<file path="config.mk">
export PLATFORM = sky130hd
export DESIGN_NAME = grey_contrast_stretch_core
export DESIGN_NICKNAME = d
export VERILOG_FILES = /design/src/gcs_pkg.sv /design/src/gcs_ctrl.sv /design/src/gcs_datapath.sv /design/src/grey_contrast_stretch_core.sv
export VERILOG_INCLUDE_DIRS = /design/src /design/src/src
export SDC_FILE = /design/constraint.sdc
export NUM_CORES = 1
export LEC_CHECK = 0
export BUFFER_PORTS_ARGS = -buffer_cell sky130_fd_sc_hd__buf_4
export CORE_MARGIN = 4
export CORE_UTILIZATION = 25
export DETAILED_ROUTE_END_ITERATION = 6
export SLEW_MARGIN = 20
export SYNTH_ARGS = -nofsm -noshare
export SYNTH_HDL_FRONTEND = slang
export SYNTH_SLANG_ARGS = --single-unit
</file>
<file path="constraint.sdc">
create_clock -name clk -period 7.09 [get_ports clk]
set_input_delay 2.127 -clock clk [delete_from_list [all_inputs] [get_ports clk]]
set_output_delay 2.127 -clock clk [all_outputs]
set_load 0.05 [all_outputs]
</file>
<file path="src/grey_contrast_stretch_core_defines.svh">
// Assertion macros used by the contrast stretch control module.
`ifndef GREY_CONTRAST_STRETCH_CORE_DEFINES_SVH
`define GREY_CONTRAST_STRETCH_CORE_DEFINES_SVH

// Same-cycle implication, checked on every rising edge outside reset.
`define GCS_ASSERT_IMP(label, ante, cons) \
  label: assert property (@(posedge clk) disable iff (rst) (ante) |-> (cons)) \
    else $error("gcs assertion failed");

// Next-cycle implication, checked on every rising edge outside reset.
`define GCS_ASSERT_NEXT(label, ante, cons) \
  label: assert property (@(posedge clk) disable iff (rst) (ante) |=> (cons)) \
    else $error("gcs assertion failed");

`endif

</file>
<file path="src/gcs_pkg.sv">
package gcs_pkg;

  localparam int PIX_W     = 8;
  localparam int CFG_IDX_W = 1;
  localparam int CFG_DAT_W = 8;
  localparam int NUM_W     = 17;
  localparam int DIV_STEPS = 8;
  localparam int CNT_W     = 4;

  localparam logic OP_MEASURE = 1'b0;
  localparam logic OP_MAP     = 1'b1;

  localparam logic [CFG_IDX_W-1:0] CFG_NORMALISE = 1'd0;
  localparam logic [CFG_IDX_W-1:0] CFG_MAX_CAP   = 1'd1;

  localparam logic [PIX_W-1:0] CAP_RESET  = 8'd64;
  localparam logic [PIX_W-1:0] FULL_SCALE = 8'd255;
  localparam logic [PIX_W-1:0] MIN_RESET  = 8'd255;
  localparam logic [PIX_W-1:0] MAX_RESET  = 8'd0;

  typedef enum logic [1:0] {
    ST_IDLE,
    ST_DIVIDE,
    ST_HOLD
  } state_t;

  typedef struct packed {
    logic measure;
    logic load;
    logic step;
    logic out_load;
  } cmd_t;

  typedef struct packed {
    logic div_done;
    logic out_free;
  } stat_t;

endpackage

</file>
<file path="src/gcs_ctrl.sv">
`include "grey_contrast_stretch_core_defines.svh"

module gcs_ctrl (
  input  logic          clk,
  input  logic          rst,
  input  logic          in_valid,
  input  logic          opcode,
  input  gcs_pkg::stat_t st,
  output logic          in_ready,
  output gcs_pkg::cmd_t cmd
);
  import gcs_pkg::*;

  state_t state;
  state_t state_next;

  always_ff @(posedge clk) begin
    if (rst) begin
      state <= ST_IDLE;
    end else begin
      state <= state_next;
    end
  end

  always_comb begin
    state_next = state;
    in_ready   = 1'b0;
    cmd        = '0;
    case (state)
      ST_IDLE: begin
        in_ready = 1'b1;
        if (in_valid) begin
          if (opcode == OP_MEASURE) begin
            cmd.measure = 1'b1;
          end else begin
            cmd.load   = 1'b1;
            state_next = ST_DIVIDE;
          end
        end
      end
      ST_DIVIDE: begin
        if (!st.div_done) begin
          cmd.step = 1'b1;
        end else if (st.out_free) begin
          cmd.out_load = 1'b1;
          state_next   = ST_IDLE;
        end else begin
          state_next = ST_HOLD;
        end
      end
      ST_HOLD: begin
        if (st.out_free) begin
          cmd.out_load = 1'b1;
          state_next   = ST_IDLE;
        end
      end
      default: begin
        state_next = ST_IDLE;
      end
    endcase
  end

  `GCS_ASSERT_IMP(a_out_load_free, cmd.out_load, st.out_free)
  `GCS_ASSERT_IMP(a_no_step_when_done, cmd.step, !st.div_done)
  `GCS_ASSERT_NEXT(a_hold_on_stall,
                   state == ST_DIVIDE && st.div_done && !st.out_free,
                   state == ST_HOLD)

endmodule

</file>
<file path="src/gcs_datapath.sv">
module gcs_datapath (
  input  logic                               clk,
  input  logic                               rst,
  input  gcs_pkg::cmd_t                      cmd,
  input  logic                               cfg_wr,
  input  logic [gcs_pkg::CFG_IDX_W-1:0]      cfg_index,
  input  logic [gcs_pkg::CFG_DAT_W-1:0]      cfg_data,
  input  logic                               frame_start,
  input  logic [gcs_pkg::PIX_W-1:0]          pixel_in,
  input  logic                               out_ready,
  output gcs_pkg::stat_t                     st,
  output logic                               out_valid,
  output logic [gcs_pkg::PIX_W-1:0]          pixel_out
);
  import gcs_pkg::*;

  logic             normalise_enable;
  logic [PIX_W-1:0] max_cap_level;
  logic [PIX_W-1:0] min_seen;
  logic [PIX_W-1:0] max_seen;

  logic [PIX_W-1:0] capped;
  logic [PIX_W-1:0] delta;
  logic [PIX_W:0]   diff;
  logic [NUM_W-1:0] num;
  logic             bypass;
  logic [PIX_W-1:0] bypass_val;
  logic [PIX_W-1:0] base_min;
  logic [PIX_W-1:0] base_max;

  logic [NUM_W-1:0]   num_r;
  logic [PIX_W-1:0]   delta_r;
  logic [2*PIX_W-1:0] dvs;
  logic [PIX_W-1:0]   quo;
  logic [CNT_W-1:0]   cnt;
  logic               chk;
  logic               done;
  logic [2*PIX_W:0]   trial;

  always_ff @(posedge clk) begin
    if (rst) begin
      normalise_enable <= 1'b0;
      max_cap_level    <= CAP_RESET;
    end else if (cfg_wr) begin
      case (cfg_index)
        CFG_NORMALISE: normalise_enable <= cfg_data[0];
        CFG_MAX_CAP:   max_cap_level    <= cfg_data[PIX_W-1:0];
        default: ;
      endcase
    end
  end

  // A frame start restarts the statistics before this pixel is counted.
  always_comb begin
    base_min = frame_start ? MIN_RESET : min_seen;
    base_max = frame_start ? MAX_RESET : max_seen;
  end

  always_ff @(posedge clk) begin
    if (rst) begin
      min_seen <= MIN_RESET;
      max_seen <= MAX_RESET;
    end else if (cmd.measure) begin
      min_seen <= (pixel_in < base_min) ? pixel_in : base_min;
      max_seen <= (pixel_in > base_max) ? pixel_in : base_max;
    end
  end

  // Numerator is (p - min) * 255 + delta / 2, built as a shift and subtract.
  always_comb begin
    capped = (max_seen < max_cap_level) ? max_seen : max_cap_level;
    delta  = capped - min_seen;
    diff   = {1'b0, pixel_in} - {1'b0, min_seen};
    num    = {diff, 8'b0} - {{(NUM_W-PIX_W-1){diff[PIX_W]}}, diff}
             + {{(NUM_W-PIX_W+1){1'b0}}, delta[PIX_W-1:1]};
    bypass = !normalise_enable || (delta == '0);
    if (!normalise_enable) begin
      bypass_val = pixel_in;
    end else begin
      bypass_val = (pixel_in <= min_seen) ? '0 : FULL_SCALE;
    end
  end

  assign trial = {1'b0, num_r[2*PIX_W-1:0]} - {1'b0, dvs};

  // Restoring division: one range check, then one quotient bit per step.
  always_ff @(posedge clk) begin
    if (rst) begin
      chk  <= 1'b0;
      done <= 1'b0;
      cnt  <= '0;
    end else if (cmd.load) begin
      chk  <= !bypass;
      done <= bypass;
      cnt  <= CNT_W'(DIV_STEPS);
    end else if (cmd.step) begin
      if (chk) begin
        chk <= 1'b0;
        if (num_r[NUM_W-1] || (num_r[2*PIX_W-1:0] >= {delta_r, 8'b0})) begin
          done <= 1'b1;
        end
      end else begin
        cnt <= cnt - CNT_W'(1);
        if (cnt == CNT_W'(1)) begin
          done <= 1'b1;
        end
      end
    end
  end

  always_ff @(posedge clk) begin
    if (cmd.load) begin
      num_r   <= num;
      delta_r <= delta;
      quo     <= bypass_val;
    end else if (cmd.step) begin
      if (chk) begin
        dvs <= {1'b0, delta_r, 7'b0};
        if (num_r[NUM_W-1]) begin
          quo <= '0;
        end else if (num_r[2*PIX_W-1:0] >= {delta_r, 8'b0}) begin
          quo <= FULL_SCALE;
        end else begin
          quo <= '0;
        end
      end else begin
        dvs <= dvs >> 1;
        quo <= {quo[PIX_W-2:0], !trial[2*PIX_W]};
        if (!trial[2*PIX_W]) begin
          num_r <= {1'b0, trial[2*PIX_W-1:0]};
        end
      end
    end
  end

  always_ff @(posedge clk) begin
    if (rst) begin
      out_valid <= 1'b0;
    end else if (cmd.out_load) begin
      out_valid <= 1'b1;
    end else if (out_ready) begin
      out_valid <= 1'b0;
    end
  end

  always_ff @(posedge clk) begin
    if (cmd.out_load) begin
      pixel_out <= quo;
    end
  end

  assign st.div_done = done;
  assign st.out_free = !out_valid || out_ready;

endmodule

</file>
<file path="src/grey_contrast_stretch_core.sv">
// Min-max contrast stretch of 8-bit grey pixels. Opcode 0 items measure a
// pixel into the running frame minimum and maximum (frame_start restarts
// them) and give no result. Opcode 1 items return one mapped pixel: the
// divider is bypassed when normalise_enable is clear or the range is empty,
// the result clamps when it falls out of range, and otherwise it comes from
// the eight-step restoring divider that forms the quotient one bit per
// cycle. A finished result waits in the output register while measure items
// keep flowing in. Configuration takes effect on the next item.
module grey_contrast_stretch_core (
  input  logic                          clk,
  input  logic                          rst,
  input  logic                          in_valid,
  output logic                          in_ready,
  input  logic                          opcode,
  input  logic                          frame_start,
  input  logic [gcs_pkg::PIX_W-1:0]     pixel_in,
  output logic                          out_valid,
  input  logic                          out_ready,
  output logic [gcs_pkg::PIX_W-1:0]     pixel_out,
  input  logic                          cfg_valid,
  output logic                          cfg_ready,
  input  logic [gcs_pkg::CFG_IDX_W-1:0] cfg_index,
  input  logic [gcs_pkg::CFG_DAT_W-1:0] cfg_data
);
  import gcs_pkg::*;

  cmd_t  cmd;
  stat_t st;
  logic  cfg_wr;

  assign cfg_ready = 1'b1;
  assign cfg_wr    = cfg_valid && cfg_ready;

  gcs_ctrl u_ctrl (
    .clk      (clk),
    .rst      (rst),
    .in_valid (in_valid),
    .opcode   (opcode),
    .st       (st),
    .in_ready (in_ready),
    .cmd      (cmd)
  );

  gcs_datapath u_datapath (
    .clk         (clk),
    .rst         (rst),
    .cmd         (cmd),
    .cfg_wr      (cfg_wr),
    .cfg_index   (cfg_index),
    .cfg_data    (cfg_data),
    .frame_start (frame_start),
    .pixel_in    (pixel_in),
    .out_ready   (out_ready),
    .st          (st),
    .out_valid   (out_valid),
    .pixel_out   (pixel_out)
  );

endmodule
</file>
==> flow_metrics.py, run 1 <==
metrics = {
    "status": {
        "status": "complete, no violations",
    },
    "drt": {
        "route.vias.total": 5184,
        "post_drt_wl_per_cell_um": 14.0,
        "drt.antenna.violating_nets": 0,
        "viasPerCell": 4.74,
        "route.detailed.drc": 0,
        "dr.pass1.iters": 4,
        "dr.first_iter.drc_count": 359,
        "drt_wl_total_um": 15300,
    },
    "power": {
        "p_leak_nw": 3.20,
        "power_frac_seq_pct": 34.7,
        "swShare_pct": 38.0,
        "pwr-share-comb_pct": 41.9,
        "internal_power_w": 0.00130,
        "power_w": 0.00210,
        "clock_power_share_pct": 23.4,
        "p_switching_w": 0.000799,
        "power_density_nw_per_um2": 281,
        "ir_worst_vdd_mv": 0.109,
    },
    "synth": {
        "ys_seq_area_share_pct": 36.0,
        "async_flop_share_pct": 0,
        "yosysWarnings": 0,
        "post_synth_instance_area_um2": 6570,
        "synth_top_area_share_pct": 25.6,
        "synth_cells": 726,
        "syn-mean-instance-area_um2": 9.05,
        "synth_nets": 834,
        "ys_ff_latch": 90,
        "synth_edf_count": 56,
        "yosys.area.top_type": "edfxtp_1",
        "ys_types": 61,
        "synthFlopType": "edfxtp_1",
        "yosys-top-cells-area": "edfxtp_1, ha_1, dfxtp_1",
    },
    "setup_path": {
        "path_delay_family": "compound AO/OA/AOI/OAI gates",
        "path_cells": "buf_4 -> inv_1 -> ha_1 -> inv_1 -> fa_1 -> a21o_1 -> a21oi_1 -> o21bai_1 -> a21oi_1 -> xnor2_1 -> inv_1 -> ha_1 -> or3_1 -> o21a_1 -> a41oi_1 -> o21ai_0 -> o41a_1 -> nand2_1",
        "crit_required_ns": 7.32,
        "start_kind": "input pin",
        "crit_buf_inv": 4,
        "end_kind": "flop",
        "max_stage_delay_ns": 0.40,
        "cp_common_cell": "inv_1",
        "critPathSlowestCell": "fa_1",
        "worst-setup-path-type": "in -> reg",
        "crit_fanout": 6,
        "rrSetupSlack_ns": 2.24,
        "worstPathArrival_ns": 5.75,
    },
    "floorplan": {
        "fp.dieH_um": 170,
        "start_util_pct": 25.3,
        "core_um2": 26000,
        "die_w_um": 170,
        "dieArea_um2": 28900,
        "fp-row-count": 59,
        "boundaryPins": 35,
    },
    "cts": {
        "clkTransAtPathRegs_ns": 0.08,
        "cts_setup_buffers": 0,
        "postCtsHoldBufs": 0,
        "cts_buffers": 9,
        "cts_tree": "yes",
        "ctsResizeCount": 0,
        "h-tree-depth": 3,
        "cts.sinks": 90,
        "cts_buffer_depth": 2,
        "clk_latency_ns": 0.36,
        "cts-root-buf": "clkbuf_16",
    },
    "final_layout": {
        "post-route-util_pct": 28.8,
        "area_growth_syn_to_layout_pct": 13.9,
        "drive_gt1_share_pct": 8.71,
        "diodes": 0,
        "fillers": 2765,
        "final-seq-area_um2": 2360,
        "multi_input_area_um2": 3870,
        "final_cells": 1093,
        "nets": 861,
    },
    "timing": {
        "maxSlewViolCount": 0,
        "grt_setup_unrepaired": "false",
        "worst_pin_slew_ns": 1.01,
        "fmax_mhz": 181,
        "period_minus_slack_ns": 5.52,
        "finalHoldViolations": 0,
        "setup_tns_ns": 0,
        "finClkSkew_ns": 0.0142,
        "relSlewSlack_pct": 32.2,
        "period_share_pct": 77.8,
        "setup_viol": 0,
        "hold_slack_ns": 0.436,
    },
    "worst_hold_path": {
        "hold_class": "reg -> reg",
    },
    "global_routing": {
        "grt.total_usage_pct": 10.6,
        "grt_first_pass_wirelength_um": 25400,
        "grt_max_degree": 36,
        "antenna_found_initial": 0,
        "grt_overflow": 0,
        "grt_pass1_vias": 5099,
    },
    "placed_design": {
        "io_buffers": 33,
        "dpl.hpwl_um": 11700,
        "place_congestion": 0.880,
        "place_inst": 1077,
    },
    "run": {
        "maxCapViolCount": 0,
    },
}
==> per-stage QoR <==
step           setup slack, ns  instance area (um2)
2_1_floorplan             1.71                 6570
3_3_place_gp              1.28                 7180
3_5_place_dp              1.21                 7180
4_1_cts                   1.57                 7480
5_1_grt                   1.28                 7480
6_report                  1.57                 7480
==> final timing paths <==
kind | cells after the start | start | endpoint
worst max-delay path | 18 | pixel_in[0] | u_datapath.num_r[14]
worst min-delay path | 0 | u_datapath.quo[7] | u_datapath.pixel_out[7]
worst max register to register | 22 | u_datapath.max_cap_level[6] | u_datapath.num_r[14]
worst min register to register | 0 | u_datapath.quo[7] | u_datapath.pixel_out[7]
==> layout make-up <==
cell class | count | area share (%)
flip-flops and latches | 90 | 31.6
clock buffers | 9 | 3.01
clock inverters | 7 | 1.02
multi-input cells | 546 | 51.7
repair buffers | 36 | 3.61
inverters | 70 | 3.51
well taps | 335 | 5.60
==> kinds of logic after synthesis <==
| logic type | Yosys count | share of synthesized area (%) |
|---|---|---|
| AND/OR/NAND/NOR | 236 | 17.9 |
| flip-flops | 90 | 36.0 |
| other | 1 | 0.0571 |
| AO/OA/AOI/OAI | 179 | 18.1 |
| XOR/XNOR | 37 | 5.05 |
| adder cells (fa/ha/maj) | 84 | 16.5 |
| multiplexers | 9 | 1.37 |
| buffers and inverters | 90 | 5.20 |
==> cells in the final DEF, fill, tap and decap left out, drive strengths merged, types with 5 or more instances in the layout <==
cell / count
a211o: 5
a211oi: 5
a21o: 14
a21oi: 44
a22o: 8
a22oi: 9
a31oi: 5
buf: 36
clkbuf: 9
dfxtp: 34
edfxtp: 56
ha: 80
inv: 73
mux2i: 9
nand2: 51
nand2b: 40
nand3: 13
nand4: 6
nor2: 50
nor2b: 13
nor3: 40
nor4: 9
o21a: 13
o21ai: 46
o21bai: 6
xnor2: 22
xor2: 15
==> layer usage <==
metal / track usage, % / routed length, um
met1: 14.6 / 7670
met2: 17.4 / 7070
met3: 1.72 / 341
met4: 2.78 / 203
met5: 0 / 0
==> cell usage after synthesis (8+ instances only) <==
cell / number
nand3_1: 13
xor2_1: 14
nor2b_1: 13
edfxtp_1: 56
dfxtp_1: 34
a21oi_1: 43
o21ai_0: 42
nor4_1: 9
a21o_1: 14
nand2b_1: 40
a22o_1: 8
nor2_1: 50
inv_1: 69
xnor2_1: 22
a22oi_1: 9
mux2i_1: 9
nor3_1: 40
nand2_1: 51
ha_1: 80
clkbuf_1: 15
o21a_1: 13
==> registers in the layout, indices dropped and copies added, names as in the netlist, 2 cells and up <==
register,cells
u_datapath.dvs,15
u_datapath.max_cap_level,8
u_ctrl.state,2
u_datapath.quo,8
u_datapath.max_seen,8
u_datapath.delta_r,8
u_datapath.min_seen,8
u_datapath.pixel_out,8
u_datapath.cnt,4
u_datapath.num_r,17
==> power groups by stage <==
stage	registers (W)	logic, W	clock network [W]
final	0.000730	0.000881	0.000491
after global routing	0.000740	0.00100	0.000523
after CTS	0.000730	0.000887	0.000504
after detailed placement	0.000742	0.000877	0
after global placement	0.000740	0.000867	0
after floorplan	0.000721	0.000686	0
==> worst reg2reg max path: cells and delay by family, from the launching register on <==
family / cells / cell delay [ns]
simple gates: 5 / 0.51
flops: 1 / 0.33
compound gates: 9 / 1.90
fa+ha+maj: 4 / 1.24
xor+xnor: 1 / 0.37
buf+inv: 2 / 0.27
mux: 1 / 0.10
No activity file was read; power rests on OpenSTA's default activity.
==> run 2, diff against run 1 <==
- clock period: 7.09 -> 5.19 ns (I/O delays scaled with it)
==> flow_metrics.py, run 2 (synthesis results as in run 1) <==
metrics = {
    "status": {
        "status": "complete, no violations",
    },
    "final_layout": {
        "drive_gt1_share_pct": 9.42,
        "area_growth_syn_to_layout_pct": 14.6,
        "reg_top3": "u_datapath.num_r x17, u_datapath.dvs x15",
        "post-route-util_pct": 29.0,
        "multi_input_area_um2": 3870,
        "layout_common_cells": "ha_1, inv_1, edfxtp_1, nand2_1, nor2_1",
        "final-seq-area_um2": 2360,
        "nets": 867,
        "final_common_cell": "ha_1",
        "top_register": "u_datapath.num_r",
        "largest_reg_flops": 17,
        "fillers": 2770,
        "diodes": 0,
    },
    "timing": {
        "period_share_pct": 92.3,
        "fmax_mhz": 209,
        "finalHoldViolations": 0,
        "grt_setup_unrepaired": "false",
        "finClkSkew_ns": 0.00976,
        "worst_pin_slew_ns": 0.959,
        "setup_viol": 0,
        "relSlewSlack_pct": 35.9,
        "hold_slack_ns": 0.435,
        "period_minus_slack_ns": 4.79,
        "maxSlewViolCount": 0,
        "setup_tns_ns": 0,
    },
    "cts": {
        "ctsResizeCount": 0,
        "clk_latency_ns": 0.36,
        "cts.sinks": 90,
        "h-tree-depth": 3,
        "cts_setup_buffers": 0,
        "cts_buffers": 9,
        "clkTransAtPathRegs_ns": 0.07,
        "cts_tree": "yes",
        "cts-root-buf": "clkbuf_16",
        "postCtsHoldBufs": 0,
        "cts_buffer_depth": 2,
    },
    "global_routing": {
        "grt_max_degree": 36,
        "antenna_found_initial": 0,
        "grt_overflow": 0,
        "grt_pass1_vias": 5155,
        "grtUsageMet3_pct": 1.79,
        "grt.total_usage_pct": 10.9,
        "use_met2_pct": 17.7,
        "busiest_layer": "met2",
        "grt_first_pass_wirelength_um": 25900,
        "grt_use_met1_pct": 15.1,
    },
    "setup_path": {
        "crit_required_ns": 5.38,
        "cp_common_cell": "ha_1",
        "rrSetupSlack_ns": 0.40,
        "critPathSlowestCell": "or3_1",
        "path_delay_family": "compound AO/OA/AOI/OAI gates",
        "end_kind": "flop",
        "worstPathArrival_ns": 4.98,
        "worst-setup-path-type": "reg -> reg",
        "crit_fanout": 14,
        "crit_cells": 22,
        "path_cells": "inv_1 -> ha_1 -> a211oi_1 -> o21bai_2 -> a21oi_1 -> buf_4 -> nor2_1 -> a21o_1 -> ha_1 -> nor2b_1 -> o2111ai_1 -> a31oi_1 -> nor2_1 -> xnor2_1 -> xnor2_1 -> ha_1 -> or3_1 -> o21a_1 -> a41oi_1 -> o21ai_2 -> a41o_1 -> a211oi_1",
        "crit-reg2reg-launch": "u_datapath.max_cap_level[1]",
        "reg2regPathDepth": 22,
        "max_stage_delay_ns": 0.39,
        "start_kind": "flop",
        "rr_endpoint": "u_datapath.num_r[16]",
        "crit_buf_inv": 2,
    },
    "drt": {
        "route.vias.total": 5246,
        "post_drt_wl_per_cell_um": 14.0,
        "dr.first_iter.drc_count": 360,
        "route.detailed.drc": 0,
        "drt_wl_total_um": 15400,
        "viasPerCell": 4.77,
        "dr.pass1.iters": 4,
        "drt.antenna.violating_nets": 0,
    },
    "floorplan": {
        "die_w_um": 170,
        "boundaryPins": 35,
        "core_um2": 26000,
        "dieArea_um2": 28900,
        "fp-row-count": 59,
        "fp.dieH_um": 170,
        "start_util_pct": 25.3,
    },
    "power": {
        "p_leak_nw": 3.23,
        "ir_worst_vdd_mv": 0.183,
        "power_density_nw_per_um2": 383,
    },
    "placed_design": {
        "io_buffers": 33,
        "place_congestion": 0.882,
        "dpl.hpwl_um": 11800,
    },
    "worst_hold_path": {
        "min_to": "u_datapath.pixel_out[7]",
        "hold_class": "reg -> reg",
        "min_from": "u_datapath.quo[7]",
        "hold_path_depth": 0,
    },
    "run": {
        "maxCapViolCount": 0,
    },
}
run 2: changes by cell type in the layout (fill, tap and decap cells not counted), sizes merged:
cell  previous run  this run
buf             36        42
run 2: how the worst max path moves through the flow:
| stage | startpoint | to | slack [ns] |
|---|---|---|---|
| 6_report | u_datapath.max_cap_level[1] | u_datapath.num_r[16] | 0.40 |
| 5_1_grt | u_datapath.max_cap_level[1] | u_datapath.num_r[14] | 0.15 |
| 4_1_cts | u_datapath.max_cap_level[1] | u_datapath.num_r[16] | 0.41 |
| 3_5_place_dp | pixel_in[0] | u_datapath.num_r[16] | 0.06 |
| 3_3_place_gp | pixel_in[0] | u_datapath.num_r[16] | 0.1 |
| 2_1_floorplan | pixel_in[0] | u_datapath.num_r[16] | 0.38 |
run 2: worst register-to-register path: stages (launching register included):
cell and delay [ns]:
dfxtp_1 0.35, inv_1 0.08, ha_1 0.28, a211oi_1 0.27
o21bai_2 0.08, a21oi_1 0.12, buf_4 0.21, nor2_1 0.06
a21o_1 0.17, ha_1 0.26, nor2b_1 0.14, o2111ai_1 0.27
a31oi_1 0.13, nor2_1 0.13, xnor2_1 0.15, xnor2_1 0.15
ha_1 0.24, or3_1 0.39, o21a_1 0.22, a41oi_1 0.36
o21ai_2 0.10, a41o_1 0.25, a211oi_1 0.21
run 2: metal layers:
metal,up-vias,part of all wire (%)
li1,2669,-
met1,2504,49
met2,60,46
met3,13,3.6
met4,0,1.0
met5,-,0
run 2: report_power, final:
group          internal [W]  switching, W  leakage, nW
Sequential         0.000924     0.0000718        0.800
Combinational      0.000524      0.000694         2.28
Clock              0.000343      0.000328        0.149
Total               0.00179       0.00109         3.23
run 2: through the flow:
step | total power (W) | worst slack [ns] | instance area [um2] | cells
6_report | 0.00288 | 0.401 | 7530 | 1099
5_1_grt | 0.00311 | 0.151 | 7530 | 1099
4_1_cts | 0.00291 | 0.411 | 7530 | 1099
3_5_place_dp | 0.00222 | 0.0585 | 7230 | 1083
3_3_place_gp | 0.00221 | 0.0980 | 7230 | 1083
2_1_floorplan | 0.00192 | 0.382 | 6570 | 726
run 2: cell type report:
type,instances,area share (%)
Inverter,70,3.49
Timing Repair Buffer,42,4.19
Sequential cell,90,31.4
Clock inverter,7,1.01
Clock buffer,9,2.99
Multi-Input combinational cell,546,51.4
Tap cell,335,5.57
==> run 3, diff against run 2 <==
- BUFFER_PORTS_ARGS: -buffer_cell sky130_fd_sc_hd__buf_4 -> -buffer_cell sky130_fd_sc_hd__buf_2
- clock period: 5.19 -> 5.7 ns (I/O delays scaled with it)
==> flow_metrics.py, run 3 (synthesis results as in run 1) <==
metrics = {
    "timing": {
        "setup_tns_ns": 0,
        "hold_slack_ns": 0.439,
        "grt_setup_unrepaired": "false",
        "period_share_pct": 89.9,
        "relSlewSlack_pct": 32.8,
        "setup_viol": 0,
        "maxSlewViolCount": 0,
        "period_minus_slack_ns": 5.12,
        "finalHoldViolations": 0,
        "fmax_mhz": 195,
        "finClkSkew_ns": 0.00896,
        "worst_pin_slew_ns": 1.01,
    },
    "status": {
        "status": "complete, no violations",
    },
    "setup_path": {
        "crit-reg2reg-launch": "u_datapath.max_seen[6]",
        "worstPathArrival_ns": 5.31,
        "rr_endpoint": "u_datapath.num_r[16]",
        "path_cells": "buf_2 -> inv_1 -> ha_1 -> inv_1 -> fa_1 -> a21o_1 -> a21oi_1 -> o21bai_1 -> a21oi_1 -> xnor2_1 -> inv_1 -> ha_1 -> or3_1 -> o21a_1 -> a41oi_1 -> o21ai_2 -> a41o_1 -> a211oi_1",
        "end_kind": "flop",
        "crit_required_ns": 5.89,
        "path_delay_family": "compound AO/OA/AOI/OAI gates",
        "rrSetupSlack_ns": 0.69,
        "cp_common_cell": "inv_1",
        "reg2regPathDepth": 21,
        "crit_end": "u_datapath.num_r[16]",
        "worst-setup-path-type": "in -> reg",
        "start_kind": "input pin",
        "crit_cells": 18,
        "max_stage_delay_ns": 0.40,
        "crit_fanout": 6,
        "critPathSlowestCell": "fa_1",
        "crit_buf_inv": 4,
        "crit_start": "pixel_in[0]",
    },
    "global_routing": {
        "antenna_found_initial": 0,
        "grt.total_usage_pct": 10.4,
        "grt_first_pass_wirelength_um": 24600,
        "grt_max_degree": 35,
        "grt_pass1_vias": 5061,
        "grt_overflow": 0,
    },
    "cts": {
        "clk_latency_ns": 0.36,
        "cts-root-buf": "clkbuf_16",
        "cts.sinks": 90,
        "cts_setup_buffers": 0,
        "cts_tree": "yes",
        "postCtsHoldBufs": 0,
        "h-tree-depth": 3,
        "ctsResizeCount": 0,
        "cts_buffer_depth": 2,
        "clkTransAtPathRegs_ns": 0.08,
        "cts_buffers": 9,
    },
    "floorplan": {
        "start_util_pct": 25.3,
        "fp-row-count": 59,
        "boundaryPins": 35,
        "fp.dieH_um": 170,
        "dieArea_um2": 28900,
        "core_um2": 26000,
        "die_w_um": 170,
    },
    "drt": {
        "dr.pass1.iters": 4,
        "route.vias.total": 5243,
        "viasPerCell": 4.78,
        "dr.first_iter.drc_count": 305,
        "post_drt_wl_per_cell_um": 13.7,
        "drt_wl_total_um": 15100,
        "drt.antenna.violating_nets": 0,
        "route.detailed.drc": 0,
    },
    "final_layout": {
        "post-route-util_pct": 28.6,
        "layout_common_cells": "ha_1, inv_1, edfxtp_1, nand2_1, nor2_1",
        "area_growth_syn_to_layout_pct": 13.0,
        "final_common_cell": "ha_1",
        "top_register": "u_datapath.num_r",
        "nets": 864,
        "drive_gt1_share_pct": 8.94,
        "diodes": 0,
        "reg_top3": "u_datapath.num_r x17, u_datapath.dvs x15",
        "largest_reg_flops": 17,
    },
    "power": {
        "pwr-share-comb_pct": 41.9,
        "internal_power_w": 0.00162,
        "power_frac_seq_pct": 34.7,
        "power_density_nw_per_um2": 351,
        "clock_power_share_pct": 23.4,
        "ir_worst_vdd_mv": 0.145,
        "p_leak_nw": 3.19,
        "p_switching_w": 0.000991,
        "swShare_pct": 38.0,
    },
    "placed_design": {
        "io_buffers": 33,
        "place_congestion": 0.874,
        "dpl.hpwl_um": 11600,
    },
    "worst_hold_path": {
        "hold_class": "reg -> reg",
    },
    "run": {
        "maxCapViolCount": 0,
    },
}
run 3: layer usage:
metal  global-route usage (%)  wire length [um]
met4                     3.23               230
met5                        0                 0
met2                     16.6              6720
met3                     1.74               446
met1                     14.3              7660
run 3: layout make-up:
cell class                 instances  area [um2]
clock inverter                     7        76.3
tap                              335         419
clock buffer                       9         225
timing repair buffer              39         210
sequential                        90        2360
inverter                          70         263
fill                            2789       18600
multi-input combinational        546        3870
run 3: worst min path at each step:
stage | from | end | slack [ns] | cells after the start
final | u_datapath.quo[7] | u_datapath.pixel_out[7] | 0.44 | 0
after global routing | u_datapath.quo[7] | u_datapath.pixel_out[7] | 0.46 | 0
after CTS | u_datapath.quo[7] | u_datapath.pixel_out[7] | 0.44 | 0
after detailed placement | u_datapath.quo[7] | u_datapath.pixel_out[7] | 0.42 | 0
after global placement | u_datapath.quo[7] | u_datapath.pixel_out[7] | 0.42 | 0
after floorplan | u_datapath.quo[7] | u_datapath.pixel_out[7] | 0.40 | 0
run 3: power by group through the flow:
stage	Clock, W	Sequential [W]	Combinational [W]
floorplan	0	0.000897	0.000854
global placement	0	0.000919	0.00108
detailed placement	0	0.000922	0.00109
CTS	0.000629	0.000907	0.00110
global route	0.000654	0.000917	0.00124
finish	0.000610	0.000906	0.00109
run 3: metrics by stage:
stage	std cells	total power, W	worst slack [ns]	instance area, um2
after global placement	1080	0.00199	0.315	7120
after CTS	1096	0.00263	0.586	7420
after global routing	1096	0.00281	0.308	7420
final	1096	0.00261	0.578	7420
after floorplan	726	0.00175	0.739	6570
after detailed placement	1080	0.00201	0.218	7120
